File: config.mk
export PLATFORM = sky130hd
export DESIGN_NAME = stop_and_wait_event_sender_flat
export DESIGN_NICKNAME = d
export VERILOG_FILES = /design/src/design/sawes_pkg.sv /design/src/design/sawes_ifs.sv /design/src/design/sawes_front.sv /design/src/design/sawes_back.sv /design/src/design/stop_and_wait_event_sender.sv /design/src/flat_wrapper.sv
export SDC_FILE = /design/constraint.sdc
export NUM_CORES = 1
export LEC_CHECK = 0
export BUFFER_PORTS_ARGS = -buffer_cell sky130_fd_sc_hd__buf_2
export CAP_MARGIN = 30
export CORE_AREA = 2 2 264 266
export CTS_CLUSTER_SIZE = 14
export DETAILED_ROUTE_END_ITERATION = 8
export DIE_AREA = 0 0 266 268
export PLACE_DENSITY_LB_ADDON = 0.12
export SLEW_MARGIN = 20
export SYNTH_ARGS = -nofsm -noshare
export SYNTH_HDL_FRONTEND = slang
export SYNTH_HIERARCHICAL = 1
export SYNTH_SLANG_ARGS = --single-unit
File: constraint.sdc
create_clock -name i_clk -period 7.2 [get_ports i_clk]
set_input_delay 0.72 -clock i_clk [delete_from_list [all_inputs] [get_ports i_clk]]
set_output_delay 0.72 -clock i_clk [all_outputs]
set_load 0.03 [all_outputs]
File: src/design/sawes_pkg.sv
// Package for the stop-and-wait event sender: codes, item types and
// reset constants shared by the interfaces, the front and back sections.
// No dependencies.
`default_nettype none

package sawes_pkg;

    // Field widths
    localparam int unsigned CMD_W     = 2;
    localparam int unsigned HANDLE_W  = 16;
    localparam int unsigned NONCE_W   = 16;
    localparam int unsigned KIND_W    = 2;
    localparam int unsigned ATTEMPT_W = 8;
    localparam int unsigned TICKS_W   = 16;
    localparam int unsigned CFG_IDX_W = 2;
    localparam int unsigned CFG_DAT_W = 16;

    // Input command codes
    localparam logic [CMD_W-1:0] CMD_ENQUEUE = 2'd0;
    localparam logic [CMD_W-1:0] CMD_ACK     = 2'd1;
    localparam logic [CMD_W-1:0] CMD_TICK    = 2'd2;

    // Result kind codes
    localparam logic [KIND_W-1:0] RES_NONCE  = 2'd0;
    localparam logic [KIND_W-1:0] RES_TX     = 2'd1;
    localparam logic [KIND_W-1:0] RES_DROP   = 2'd2;
    localparam logic [KIND_W-1:0] RES_REJECT = 2'd3;

    // Configuration register indexes
    localparam logic [CFG_IDX_W-1:0] CFG_RETX_TICKS = 2'd0;
    localparam logic [CFG_IDX_W-1:0] CFG_MAX_TX     = 2'd1;

    // Configuration reset values
    localparam logic [TICKS_W-1:0]   RETX_TICKS_RST = 16'd1000;
    localparam logic [ATTEMPT_W-1:0] MAX_TX_RST     = 8'd5;

    // Operations handed from front to back
    typedef enum logic [1:0] {
        OP_ENQUEUE,
        OP_ACK,
        OP_TICK
    } t_op_kind;

    typedef struct packed {
        t_op_kind              kind;
        logic [HANDLE_W-1:0]   handle;
        logic [NONCE_W-1:0]    nonce;
        logic                  success;
    } t_op;

    // One queued entry: nonce in the upper half, handle in the lower
    typedef struct packed {
        logic [NONCE_W-1:0]  nonce;
        logic [HANDLE_W-1:0] handle;
    } t_entry;

    typedef struct packed {
        logic [KIND_W-1:0]    kind;
        logic [NONCE_W-1:0]   nonce;
        logic [HANDLE_W-1:0]  handle;
        logic [ATTEMPT_W-1:0] attempt;
        logic                 last;
    } t_result;

    // Back section sequencer
    typedef enum logic [1:0] {
        ST_EXEC,
        ST_READ,
        ST_PROMOTE
    } t_state;

endpackage

`default_nettype wire

File: src/design/sawes_ifs.sv
// Channel interfaces of the stop-and-wait event sender: input items,
// result items and configuration writes. Depends on sawes_pkg.
`default_nettype none

interface sawes_in_if;
    import sawes_pkg::*;
    logic                valid;
    logic                ready;
    logic [CMD_W-1:0]    command;
    logic [HANDLE_W-1:0] payload_handle;
    logic [NONCE_W-1:0]  ack_nonce;
    logic                ack_success;

    modport source (output valid, command, payload_handle, ack_nonce, ack_success,
                    input ready);
    modport sink   (input valid, command, payload_handle, ack_nonce, ack_success,
                    output ready);
endinterface

interface sawes_out_if;
    import sawes_pkg::*;
    logic                 valid;
    logic                 ready;
    logic [KIND_W-1:0]    result_kind;
    logic [NONCE_W-1:0]   packet_nonce;
    logic [HANDLE_W-1:0]  packet_handle;
    logic [ATTEMPT_W-1:0] attempt_number;
    logic                 last_result;

    modport source (output valid, result_kind, packet_nonce, packet_handle,
                    attempt_number, last_result, input ready);
    modport sink   (input valid, result_kind, packet_nonce, packet_handle,
                    attempt_number, last_result, output ready);
endinterface

interface sawes_cfg_if;
    import sawes_pkg::*;
    logic                 valid;
    logic                 ready;
    logic [CFG_IDX_W-1:0] reg_index;
    logic [CFG_DAT_W-1:0] wr_data;

    modport source (output valid, reg_index, wr_data, input ready);
    modport sink   (input valid, reg_index, wr_data, output ready);
endinterface

`default_nettype wire

File: src/design/sawes_front.sv
// Front section: accepts input transactions, classifies the command and
// buffers operations in a two-entry queue. Depends on sawes_pkg, sawes_ifs.
`default_nettype none

module sawes_front (
    input  wire logic          i_clk,
    input  wire logic          i_rst_n,
    sawes_in_if.sink           i_in,
    output sawes_pkg::t_op     o_op,
    output logic               o_op_valid,
    input  wire logic          i_op_pop
);
    import sawes_pkg::*;

    t_op        r_q [2];
    logic       r_wr_ptr;
    logic       r_rd_ptr;
    logic [1:0] r_cnt;
    logic       push;
    logic       accept;
    t_op        op_in;

    // Classify the incoming command; the unused code is taken and dropped
    always_comb begin
        op_in.handle  = i_in.payload_handle;
        op_in.nonce   = i_in.ack_nonce;
        op_in.success = i_in.ack_success;
        op_in.kind    = OP_TICK;
        push          = 1'b0;
        unique case (i_in.command)
            CMD_ENQUEUE: begin
                op_in.kind = OP_ENQUEUE;
                push       = 1'b1;
            end
            CMD_ACK: begin
                op_in.kind = OP_ACK;
                push       = 1'b1;
            end
            CMD_TICK: begin
                op_in.kind = OP_TICK;
                push       = 1'b1;
            end
            default: push = 1'b0;
        endcase
    end

    assign i_in.ready = (r_cnt != 2'd2);
    assign accept     = i_in.valid && i_in.ready;
    assign o_op_valid = (r_cnt != 2'd0);
    assign o_op       = r_q[r_rd_ptr];

    // Queue payload
    always_ff @(posedge i_clk) begin
        if (accept && push) begin
            r_q[r_wr_ptr] <= op_in;
        end
    end

    // Queue pointers and fill level
    always_ff @(posedge i_clk) begin
        if (!i_rst_n) begin
            r_wr_ptr <= 1'b0;
            r_rd_ptr <= 1'b0;
            r_cnt    <= 2'd0;
        end else begin
            if (accept && push) begin
                r_wr_ptr <= ~r_wr_ptr;
            end
            if (i_op_pop) begin
                r_rd_ptr <= ~r_rd_ptr;
            end
            r_cnt <= r_cnt + {1'b0, (accept && push)} - {1'b0, i_op_pop};
        end
    end

    assert property (@(posedge i_clk) disable iff (!i_rst_n)
        i_op_pop |-> o_op_valid)
        else $error("pop from empty operation queue");

    assert property (@(posedge i_clk) disable iff (!i_rst_n)
        (r_cnt == 2'd0) |-> (r_wr_ptr == r_rd_ptr))
        else $error("operation queue pointers disagree with empty count");

    assert property (@(posedge i_clk) disable iff (!i_rst_n)
        (r_cnt == 2'd2 && !i_op_pop) |=> (r_cnt == 2'd2))
        else $error("full operation queue lost an entry");

endmodule

`default_nettype wire

File: src/design/sawes_back.sv
// Back section: entry FIFO memory, pending-entry state, retransmit timer,
// configuration registers and the result register. Depends on sawes_pkg, sawes_ifs.
`default_nettype none

module sawes_back #(
    parameter int unsigned QUEUE_DEPTH = 16
) (
    input  wire logic          i_clk,
    input  wire logic          i_rst_n,
    input  sawes_pkg::t_op     i_op,
    input  wire logic          i_op_valid,
    output logic               o_op_pop,
    sawes_cfg_if.sink          i_cfg,
    sawes_out_if.source        o_out
);
    import sawes_pkg::*;

    localparam int unsigned PTR_W = (QUEUE_DEPTH > 1) ? $clog2(QUEUE_DEPTH) : 1;
    localparam int unsigned CNT_W = $clog2(QUEUE_DEPTH + 1);

    // Entry memory
    t_entry r_mem [QUEUE_DEPTH];
    t_entry r_rd_data;

    t_state               r_state;
    t_state               n_state;
    logic [PTR_W-1:0]     r_head;
    logic [PTR_W-1:0]     r_tail;
    logic [CNT_W-1:0]     r_count;
    logic [NONCE_W-1:0]   r_next_nonce;
    logic                 r_pend_valid;
    t_entry               r_pend_entry;
    logic [ATTEMPT_W-1:0] r_tx;
    logic [TICKS_W-1:0]   r_elapsed;
    logic [TICKS_W-1:0]   r_retx_ticks;
    logic [ATTEMPT_W-1:0] r_max_tx;
    logic                 r_out_valid;
    t_result              r_out;

    // Effect of the current operation
    logic                 ex_emit;
    t_result              ex_res;
    logic                 ex_pend_valid;
    logic [ATTEMPT_W-1:0] ex_tx;
    logic [TICKS_W-1:0]   ex_elapsed;
    logic                 ex_enq;
    logic [CNT_W-1:0]     ex_count;
    logic                 ex_promote;
    logic [ATTEMPT_W-1:0] tx_sat;
    logic [TICKS_W-1:0]   el_sat;
    logic                 q_full;

    // Sequencer outputs
    logic                 slot_free;
    logic                 ex_go;
    logic                 promo_go;
    logic                 out_load;
    t_result              out_data;

    assign slot_free = !r_out_valid || o_out.ready;
    assign q_full    = (r_count == CNT_W'(QUEUE_DEPTH));
    assign tx_sat    = (r_tx == '1) ? r_tx : r_tx + 1'b1;
    assign el_sat    = (r_elapsed == '1) ? r_elapsed : r_elapsed + 1'b1;

    // Work out what the operation at the queue head does
    always_comb begin
        ex_emit       = 1'b0;
        ex_res        = '0;
        ex_pend_valid = r_pend_valid;
        ex_tx         = r_tx;
        ex_elapsed    = r_elapsed;
        ex_enq        = 1'b0;
        unique case (i_op.kind)
            OP_ENQUEUE: begin
                ex_emit       = 1'b1;
                ex_res.nonce  = r_next_nonce;
                ex_res.handle = i_op.handle;
                if (q_full) begin
                    ex_res.kind = RES_REJECT;
                end else begin
                    ex_res.kind = RES_NONCE;
                    ex_enq      = 1'b1;
                end
            end
            OP_ACK: begin
                if (r_pend_valid && r_pend_entry.nonce == i_op.nonce) begin
                    if (i_op.success) begin
                        ex_pend_valid = 1'b0;
                    end else begin
                        ex_emit        = 1'b1;
                        ex_res.kind    = RES_TX;
                        ex_res.nonce   = r_pend_entry.nonce;
                        ex_res.handle  = r_pend_entry.handle;
                        ex_res.attempt = tx_sat;
                        ex_tx          = tx_sat;
                        ex_elapsed     = '0;
                    end
                end
            end
            OP_TICK: begin
                if (r_pend_valid) begin
                    ex_elapsed    = el_sat;
                    ex_res.nonce  = r_pend_entry.nonce;
                    ex_res.handle = r_pend_entry.handle;
                    if (el_sat >= r_retx_ticks) begin
                        ex_emit = 1'b1;
                        if (r_tx < r_max_tx) begin
                            ex_res.kind    = RES_TX;
                            ex_res.attempt = tx_sat;
                            ex_tx          = tx_sat;
                            ex_elapsed     = '0;
                        end else begin
                            ex_res.kind    = RES_DROP;
                            ex_res.attempt = r_tx;
                            ex_pend_valid  = 1'b0;
                        end
                    end
                end
            end
            default: ex_emit = 1'b0;
        endcase
        ex_count    = r_count + CNT_W'(ex_enq);
        ex_promote  = !ex_pend_valid && (ex_count != '0);
        ex_res.last = !ex_promote;
    end

    // Next state
    always_comb begin
        n_state = r_state;
        unique case (r_state)
            ST_EXEC: begin
                if (i_op_valid && (!ex_emit || slot_free) && ex_promote) begin
                    n_state = ST_READ;
                end
            end
            ST_READ:    n_state = ST_PROMOTE;
            ST_PROMOTE: begin
                if (slot_free) begin
                    n_state = ST_EXEC;
                end
            end
            default:    n_state = ST_EXEC;
        endcase
    end

    // Sequencer outputs
    always_comb begin
        ex_go    = 1'b0;
        promo_go = 1'b0;
        out_load = 1'b0;
        out_data = ex_res;
        unique case (r_state)
            ST_EXEC: begin
                ex_go    = i_op_valid && (!ex_emit || slot_free);
                out_load = ex_go && ex_emit;
            end
            ST_PROMOTE: begin
                promo_go         = slot_free;
                out_load         = slot_free;
                out_data.kind    = RES_TX;
                out_data.nonce   = r_rd_data.nonce;
                out_data.handle  = r_rd_data.handle;
                out_data.attempt = ATTEMPT_W'(1);
                out_data.last    = 1'b1;
            end
            default: begin
                ex_go    = 1'b0;
                promo_go = 1'b0;
            end
        endcase
    end

    assign o_op_pop = ex_go;

    // Entry memory: write at tail, registered read at head
    always_ff @(posedge i_clk) begin
        if (ex_go && ex_enq) begin
            r_mem[r_tail] <= '{nonce: r_next_nonce, handle: i_op.handle};
        end
        r_rd_data <= r_mem[r_head];
    end

    // Control state
    always_ff @(posedge i_clk) begin
        if (!i_rst_n) begin
            r_state      <= ST_EXEC;
            r_head       <= '0;
            r_tail       <= '0;
            r_count      <= '0;
            r_next_nonce <= '0;
            r_pend_valid <= 1'b0;
            r_tx         <= '0;
            r_elapsed    <= '0;
        end else begin
            r_state <= n_state;
            if (ex_go) begin
                if (ex_enq) begin
                    r_tail       <= (r_tail == PTR_W'(QUEUE_DEPTH - 1)) ? '0 : r_tail + 1'b1;
                    r_next_nonce <= r_next_nonce + 1'b1;
                end
                r_count      <= ex_count;
                r_pend_valid <= ex_pend_valid;
                r_tx         <= ex_tx;
                r_elapsed    <= ex_elapsed;
            end else if (promo_go) begin
                r_head       <= (r_head == PTR_W'(QUEUE_DEPTH - 1)) ? '0 : r_head + 1'b1;
                r_count      <= r_count - 1'b1;
                r_pend_valid <= 1'b1;
                r_tx         <= ATTEMPT_W'(1);
                r_elapsed    <= '0;
            end
        end
    end

    // Pending entry payload
    always_ff @(posedge i_clk) begin
        if (promo_go) begin
            r_pend_entry <= r_rd_data;
        end
    end

    // Configuration registers
    assign i_cfg.ready = 1'b1;

    always_ff @(posedge i_clk) begin
        if (!i_rst_n) begin
            r_retx_ticks <= RETX_TICKS_RST;
            r_max_tx     <= MAX_TX_RST;
        end else if (i_cfg.valid) begin
            unique case (i_cfg.reg_index)
                CFG_RETX_TICKS: r_retx_ticks <= i_cfg.wr_data;
                CFG_MAX_TX:     r_max_tx     <= i_cfg.wr_data[ATTEMPT_W-1:0];
                default:        ;
            endcase
        end
    end

    // Result register
    always_ff @(posedge i_clk) begin
        if (!i_rst_n) begin
            r_out_valid <= 1'b0;
        end else if (out_load) begin
            r_out_valid <= 1'b1;
        end else if (o_out.ready) begin
            r_out_valid <= 1'b0;
        end
    end

    always_ff @(posedge i_clk) begin
        if (out_load) begin
            r_out <= out_data;
        end
    end

    assign o_out.valid          = r_out_valid;
    assign o_out.result_kind    = r_out.kind;
    assign o_out.packet_nonce   = r_out.nonce;
    assign o_out.packet_handle  = r_out.handle;
    assign o_out.attempt_number = r_out.attempt;
    assign o_out.last_result    = r_out.last;

    assert property (@(posedge i_clk) disable iff (!i_rst_n)
        r_count <= CNT_W'(QUEUE_DEPTH))
        else $error("entry FIFO count above depth");

    assert property (@(posedge i_clk) disable iff (!i_rst_n)
        (r_state == ST_READ) |-> (!r_pend_valid && r_count != '0))
        else $error("promotion started without a free slot or queued entry");

    assert property (@(posedge i_clk) disable iff (!i_rst_n)
        (r_count == '0) |-> (r_head == r_tail))
        else $error("empty FIFO with head and tail apart");

    assert property (@(posedge i_clk) disable iff (!i_rst_n)
        (r_out_valid && r_out.kind == RES_TX) |-> (r_out.attempt != '0))
        else $error("transmit result with zero attempt count");

    assert property (@(posedge i_clk) disable iff (!i_rst_n)
        promo_go |=> (r_pend_valid && r_tx == ATTEMPT_W'(1)))
        else $error("promotion did not make the entry pending");

endmodule

`default_nettype wire

File: src/design/stop_and_wait_event_sender.sv
// Stop-and-wait event sender. Up to two items are buffered between front and
// back. An accepted item waits in the front queue until the back section
// executes it and loads its first result, if any, into the result register;
// promoting the FIFO head adds the registered entry-memory read and promote
// states. Synchronous active-low reset clears all control state and loads the
// register defaults; the entry memory is not cleared and needs no clearing pass.
`default_nettype none

module stop_and_wait_event_sender #(
    parameter int unsigned QUEUE_DEPTH = 16
) (
    input  wire logic   i_clk,
    input  wire logic   i_rst_n,
    sawes_in_if.sink    i_in,
    sawes_cfg_if.sink   i_cfg,
    sawes_out_if.source o_out
);
    import sawes_pkg::*;

    t_op  op;
    logic op_valid;
    logic op_pop;

    // Accept and classify
    sawes_front u_front (
        .i_clk      (i_clk),
        .i_rst_n    (i_rst_n),
        .i_in       (i_in),
        .o_op       (op),
        .o_op_valid (op_valid),
        .i_op_pop   (op_pop)
    );

    // Execute against the pending entry and FIFO
    sawes_back #(
        .QUEUE_DEPTH (QUEUE_DEPTH)
    ) u_back (
        .i_clk      (i_clk),
        .i_rst_n    (i_rst_n),
        .i_op       (op),
        .i_op_valid (op_valid),
        .o_op_pop   (op_pop),
        .i_cfg      (i_cfg),
        .o_out      (o_out)
    );

endmodule

`default_nettype wire

File: src/flat_wrapper.sv
// flat-port wrapper written by rule: the top's interface ports become plain ports
module stop_and_wait_event_sender_flat import sawes_pkg::*;
#(
    parameter int unsigned QUEUE_DEPTH = 16
)
  (i_clk, i_rst_n, i_in_valid, i_in_command, i_in_payload_handle, i_in_ack_nonce, i_in_ack_success, i_in_ready, i_cfg_valid, i_cfg_reg_index, i_cfg_wr_data, i_cfg_ready, o_out_valid, o_out_result_kind, o_out_packet_nonce, o_out_packet_handle, o_out_attempt_number, o_out_last_result, o_out_ready);
  sawes_in_if i_in_i ();
  sawes_cfg_if i_cfg_i ();
  sawes_out_if o_out_i ();
  input  wire logic i_clk;
  input  wire logic i_rst_n;
  input wire logic [$bits(i_in_i.valid)-1:0] i_in_valid;
  input wire logic [$bits(i_in_i.command)-1:0] i_in_command;
  input wire logic [$bits(i_in_i.payload_handle)-1:0] i_in_payload_handle;
  input wire logic [$bits(i_in_i.ack_nonce)-1:0] i_in_ack_nonce;
  input wire logic [$bits(i_in_i.ack_success)-1:0] i_in_ack_success;
  output wire logic [$bits(i_in_i.ready)-1:0] i_in_ready;
  input wire logic [$bits(i_cfg_i.valid)-1:0] i_cfg_valid;
  input wire logic [$bits(i_cfg_i.reg_index)-1:0] i_cfg_reg_index;
  input wire logic [$bits(i_cfg_i.wr_data)-1:0] i_cfg_wr_data;
  output wire logic [$bits(i_cfg_i.ready)-1:0] i_cfg_ready;
  output wire logic [$bits(o_out_i.valid)-1:0] o_out_valid;
  output wire logic [$bits(o_out_i.result_kind)-1:0] o_out_result_kind;
  output wire logic [$bits(o_out_i.packet_nonce)-1:0] o_out_packet_nonce;
  output wire logic [$bits(o_out_i.packet_handle)-1:0] o_out_packet_handle;
  output wire logic [$bits(o_out_i.attempt_number)-1:0] o_out_attempt_number;
  output wire logic [$bits(o_out_i.last_result)-1:0] o_out_last_result;
  input wire logic [$bits(o_out_i.ready)-1:0] o_out_ready;
  assign i_in_i.valid = i_in_valid;
  assign i_in_i.command = i_in_command;
  assign i_in_i.payload_handle = i_in_payload_handle;
  assign i_in_i.ack_nonce = i_in_ack_nonce;
  assign i_in_i.ack_success = i_in_ack_success;
  assign i_in_ready = i_in_i.ready;
  assign i_cfg_i.valid = i_cfg_valid;
  assign i_cfg_i.reg_index = i_cfg_reg_index;
  assign i_cfg_i.wr_data = i_cfg_wr_data;
  assign i_cfg_ready = i_cfg_i.ready;
  assign o_out_valid = o_out_i.valid;
  assign o_out_result_kind = o_out_i.result_kind;
  assign o_out_packet_nonce = o_out_i.packet_nonce;
  assign o_out_packet_handle = o_out_i.packet_handle;
  assign o_out_attempt_number = o_out_i.attempt_number;
  assign o_out_last_result = o_out_i.last_result;
  assign o_out_i.ready = o_out_ready;
  stop_and_wait_event_sender #(.QUEUE_DEPTH(QUEUE_DEPTH)) u_core (.i_clk(i_clk), .i_rst_n(i_rst_n), .i_in(i_in_i), .i_cfg(i_cfg_i), .o_out(o_out_i));
endmodule
==> flow_summary_export.csv <==
group,metric,value,unit
critical_path,cpPeakStageDelay,0.49,ns
grt,grt-ovfl-total,0,
timing,clock-skew-final,0.0204,ns
synthesis,synth_edf_count,657,
synthesis,yosysWarnings,6,
critical_path,crit_path_top_delay_cell,"buf_4",
clocking,cts.sinks,775,
grt,grt_antenna_before_repair,1,
clocking,clockBufferDepth,3,
placed_design,port_buffers,102,
clocking,cts_resized,0,
critical_path,end_kind,"flip-flop",
clocking,cts_hold_buf,0,
timing,grt_setup_unrepaired,"no",
grt,grt_pass1_vias,16200,
cells_and_area,mostFrequentLayoutCells,"657 x edfxtp_1, 160 x mux4_2, 113 x dfxtp_1",
critical_path,cp.arrival,5.49,ns
timing,period_share,0.727,
min_path,min_path_type,"in -> reg",
placed_design,place_area,32200,sq um
cells_and_area,final_cells,2789,
pwr,p_int,8.39,mW
pwr,p_leak,11.5,nW
timing,hold_violations,0,
floorplan,dieHeight,268,um
clocking,numCtsBuffers,82,
cells_and_area,final_common_cell,"edfxtp_1",
critical_path,cp_max_fo,29,
floorplan,ios,104,
grt,grt_pass1_wl,107,mm
pwr,ir_worst_vdd,202,uV
placed_design,dp.cells,2634,
critical_path,critPathLaunchType,"flip-flop",
synthesis,netlist_area,30500,sq um
timing,period_needed,5.23,ns
floorplan,die_w,266,um
pwr,power_switching,2.99,mW
clocking,cts_setup_buffers,0,
critical_path,path_cells,"and4_1 > nand4_1 > nor3_1 > nor2_1 > and2_1 > xor2_1 > ha_1 > and4_1 > a31oi_1 > a41oi_4 > o41ai_4 > buf_4 > o211ai_1 > nand2_2 > buf_4",
timing,setup_violations,0,
synthesis,synthCells,1695,
synthesis,ys_seq_elements,775,
clocking,cts_root_buf,"clkbuf_16",
synthesis,synth_ff_type,"edfxtp_1",
timing,slew_headroom,0.383,
synthesis,synth-async-reset-ratio,0,
floorplan,die_area,71300,sq um
placed_design,gp_congestion,0.797,
clocking,htreeDepth,3,
synthesis,syn_avg_cell_area,18.0,sq um
drt,ant_nets,0,
drt,routed_wl,71.8,mm
drt,vias,15800,
drt,drcViolationCount,0,
pwr,power_frac_clock,0.373,
pwr,pwr_density_cell,326,nW/um^2
cells_and_area,drive_gt1_frac,0.266,
pwr,pwr-share-comb,0.145,
grt,grt_usage,0.205,
synthesis,synth_fp_nets,1792,
timing,fmax,0.191,GHz
drt,initialDrtViolationCount,1442,
critical_path,cp.required,7.46,ns
synthesis,synth_cell_types,73,
clocking,clkTransAtPathRegs,0.06,ns
drt,routed_via_density,5.68,
floorplan,row_count,96,
placed_design,dp_hpwl,44.2,mm
clocking,clkLatencyLatePin,0.63,ns
drt,wl_per_cell,25.7,um
critical_path,path_class,"reg -> reg",
floorplan,initial_utilization,0.446,
synthesis,seq_area_frac_synth,0.725,
pwr,seqPwrFrac,0.482,
cells_and_area,syn_to_final_growth,14.8,%
cells_and_area,post-route-util,0.512,
cells_and_area,finalNetCount,1934,
clocking,cts_tree,"done",
grt,grt_start_max_net_pins,59,
cells_and_area,fin_area,35000,sq um
timing,drv_slew,0,
timing,tightest_slew,0.926,ns
flow_run,maxCapViolations,0,
floorplan,coreArea,68200,sq um
critical_path,rrSetupSlack,1.97,ns
status,status,"finished clean",
pwr,switching_share,0.263,
timing,setup-tns-final,0,ns
drt,firstDrtPassIters,5,
-- metrics by stage --
step	power (mW)	setup WS [ns]	hold slack, ns
2_1_floorplan	6.61	2.30	0.408
5_1_grt	11.8	1.60	0.248
3_3_place_gp	7.21	2.17	0.414
6_report	11.4	1.97	0.286
3_5_place_dp	7.25	2.06	0.414
4_1_cts	11.5	2.01	0.248
-- final timing paths --
path                                                   from                               endpoint  cells past startpoint
worst max-delay path             u_core/u_back/r_elapsed[5]  u_core/u_back/o_out.packet_handle[10]                     15
worst min register to register  u_core/u_back/r_rd_data[30]         u_core/u_back/r_pend_entry[30]                      0
worst max register to register   u_core/u_back/r_elapsed[5]  u_core/u_back/o_out.packet_handle[10]                     15
worst min-delay path                     i_in_ack_nonce[11]              u_core/u_front/r_q[0][12]                      1
-- layer usage --
layer  wire length [um]  global-route usage  part of all wire
met5                  9                   0           0.00013
met4               1250              0.0500             0.017
met3               3810              0.0345             0.053
met1              32500               0.294              0.45
met2              34200               0.329              0.48
-- state kept, by name (all words and copies together) (netlist names), 16 cells and up, named ones only --
name,count
u_core/u_back/r_mem,512
u_core/u_front/r_q,70
u_core/u_back/r_pend_entry,32
u_core/u_back/r_rd_data,32
u_core/u_back/o_out.packet_handle,16
u_core/u_back/o_out.packet_nonce,16
u_core/u_back/r_elapsed,16
u_core/u_back/r_next_nonce,16
u_core/u_back/r_retx_ticks,16
-- critical path: cells and delay by family (launching register included) --
family | cells | cell delay, ns
and+or+nand+nor | 7 | 2.02
xor gates and xnor gates | 1 | 0.16
DFF | 1 | 0.46
AOI/OAI and AO/OA | 4 | 1.10
adders and majority gates | 1 | 0.29
buffers and inverters | 2 | 0.77
-- logic make-up (layout without fill, tap and decap cells) --
logic type / Yosys count / in the layout / synth area share
other: 1 / 2 / 0.000123
buffers and inverters: 121 / 332 / 0.0156
muxes: 208 / 208 / 0.136
adders and majority gates: 39 / 39 / 0.0160
AOI/OAI and AO/OA: 200 / 200 / 0.0451
xor gates and xnor gates: 52 / 52 / 0.0150
and+or+nand+nor: 299 / 299 / 0.0470
DFF: 775 / 775 / 0.725
-- cell usage after synthesis, types with 7 or more instances --
cell | instances | area share
o211ai_1 | 9 | 0.0022
clkbuf_1 | 48 | 0.0059
a22o_1 | 13 | 0.0037
edfxtp_1 | 657 | 0.65
and2_1 | 9 | 0.0018
ha_1 | 39 | 0.016
buf_1 | 26 | 0.0032
and3_1 | 7 | 0.0014
a21oi_1 | 42 | 0.0069
mux2i_1 | 8 | 0.0026
nand2_1 | 111 | 0.014
nand2b_1 | 9 | 0.0018
inv_1 | 39 | 0.0048
dfxtp_1 | 118 | 0.078
nand4_1 | 10 | 0.0021
o21ai_0 | 49 | 0.0081
mux4_2 | 160 | 0.12
a311oi_1 | 7 | 0.0020
xor2_1 | 33 | 0.0095
nand3_1 | 24 | 0.0039
a22oi_1 | 35 | 0.0086
xnor2_1 | 19 | 0.0055
mux2_2 | 40 | 0.015
nor2_1 | 75 | 0.0092
nor3_1 | 10 | 0.0016
-- power groups by stage --
stage,logic (mW),clock network (mW),registers (mW)
2_1_floorplan,0.957,0,5.65
3_3_place_gp,1.62,0,5.59
3_5_place_dp,1.67,0,5.58
4_1_cts,1.68,4.35,5.49
5_1_grt,1.78,4.52,5.51
6_report,1.65,4.25,5.48
-- layout make-up --
cell class	instances	area (sq um)
sequential	775	22100
fill	5559	33300
clock inverter	39	480
tap	882	1100
multi-input combinational	799	8030
timing repair buffer	140	838
clock buffer	114	2240
antenna	1	2.50
inverter	39	146
(Power assumes the default switching activity.)
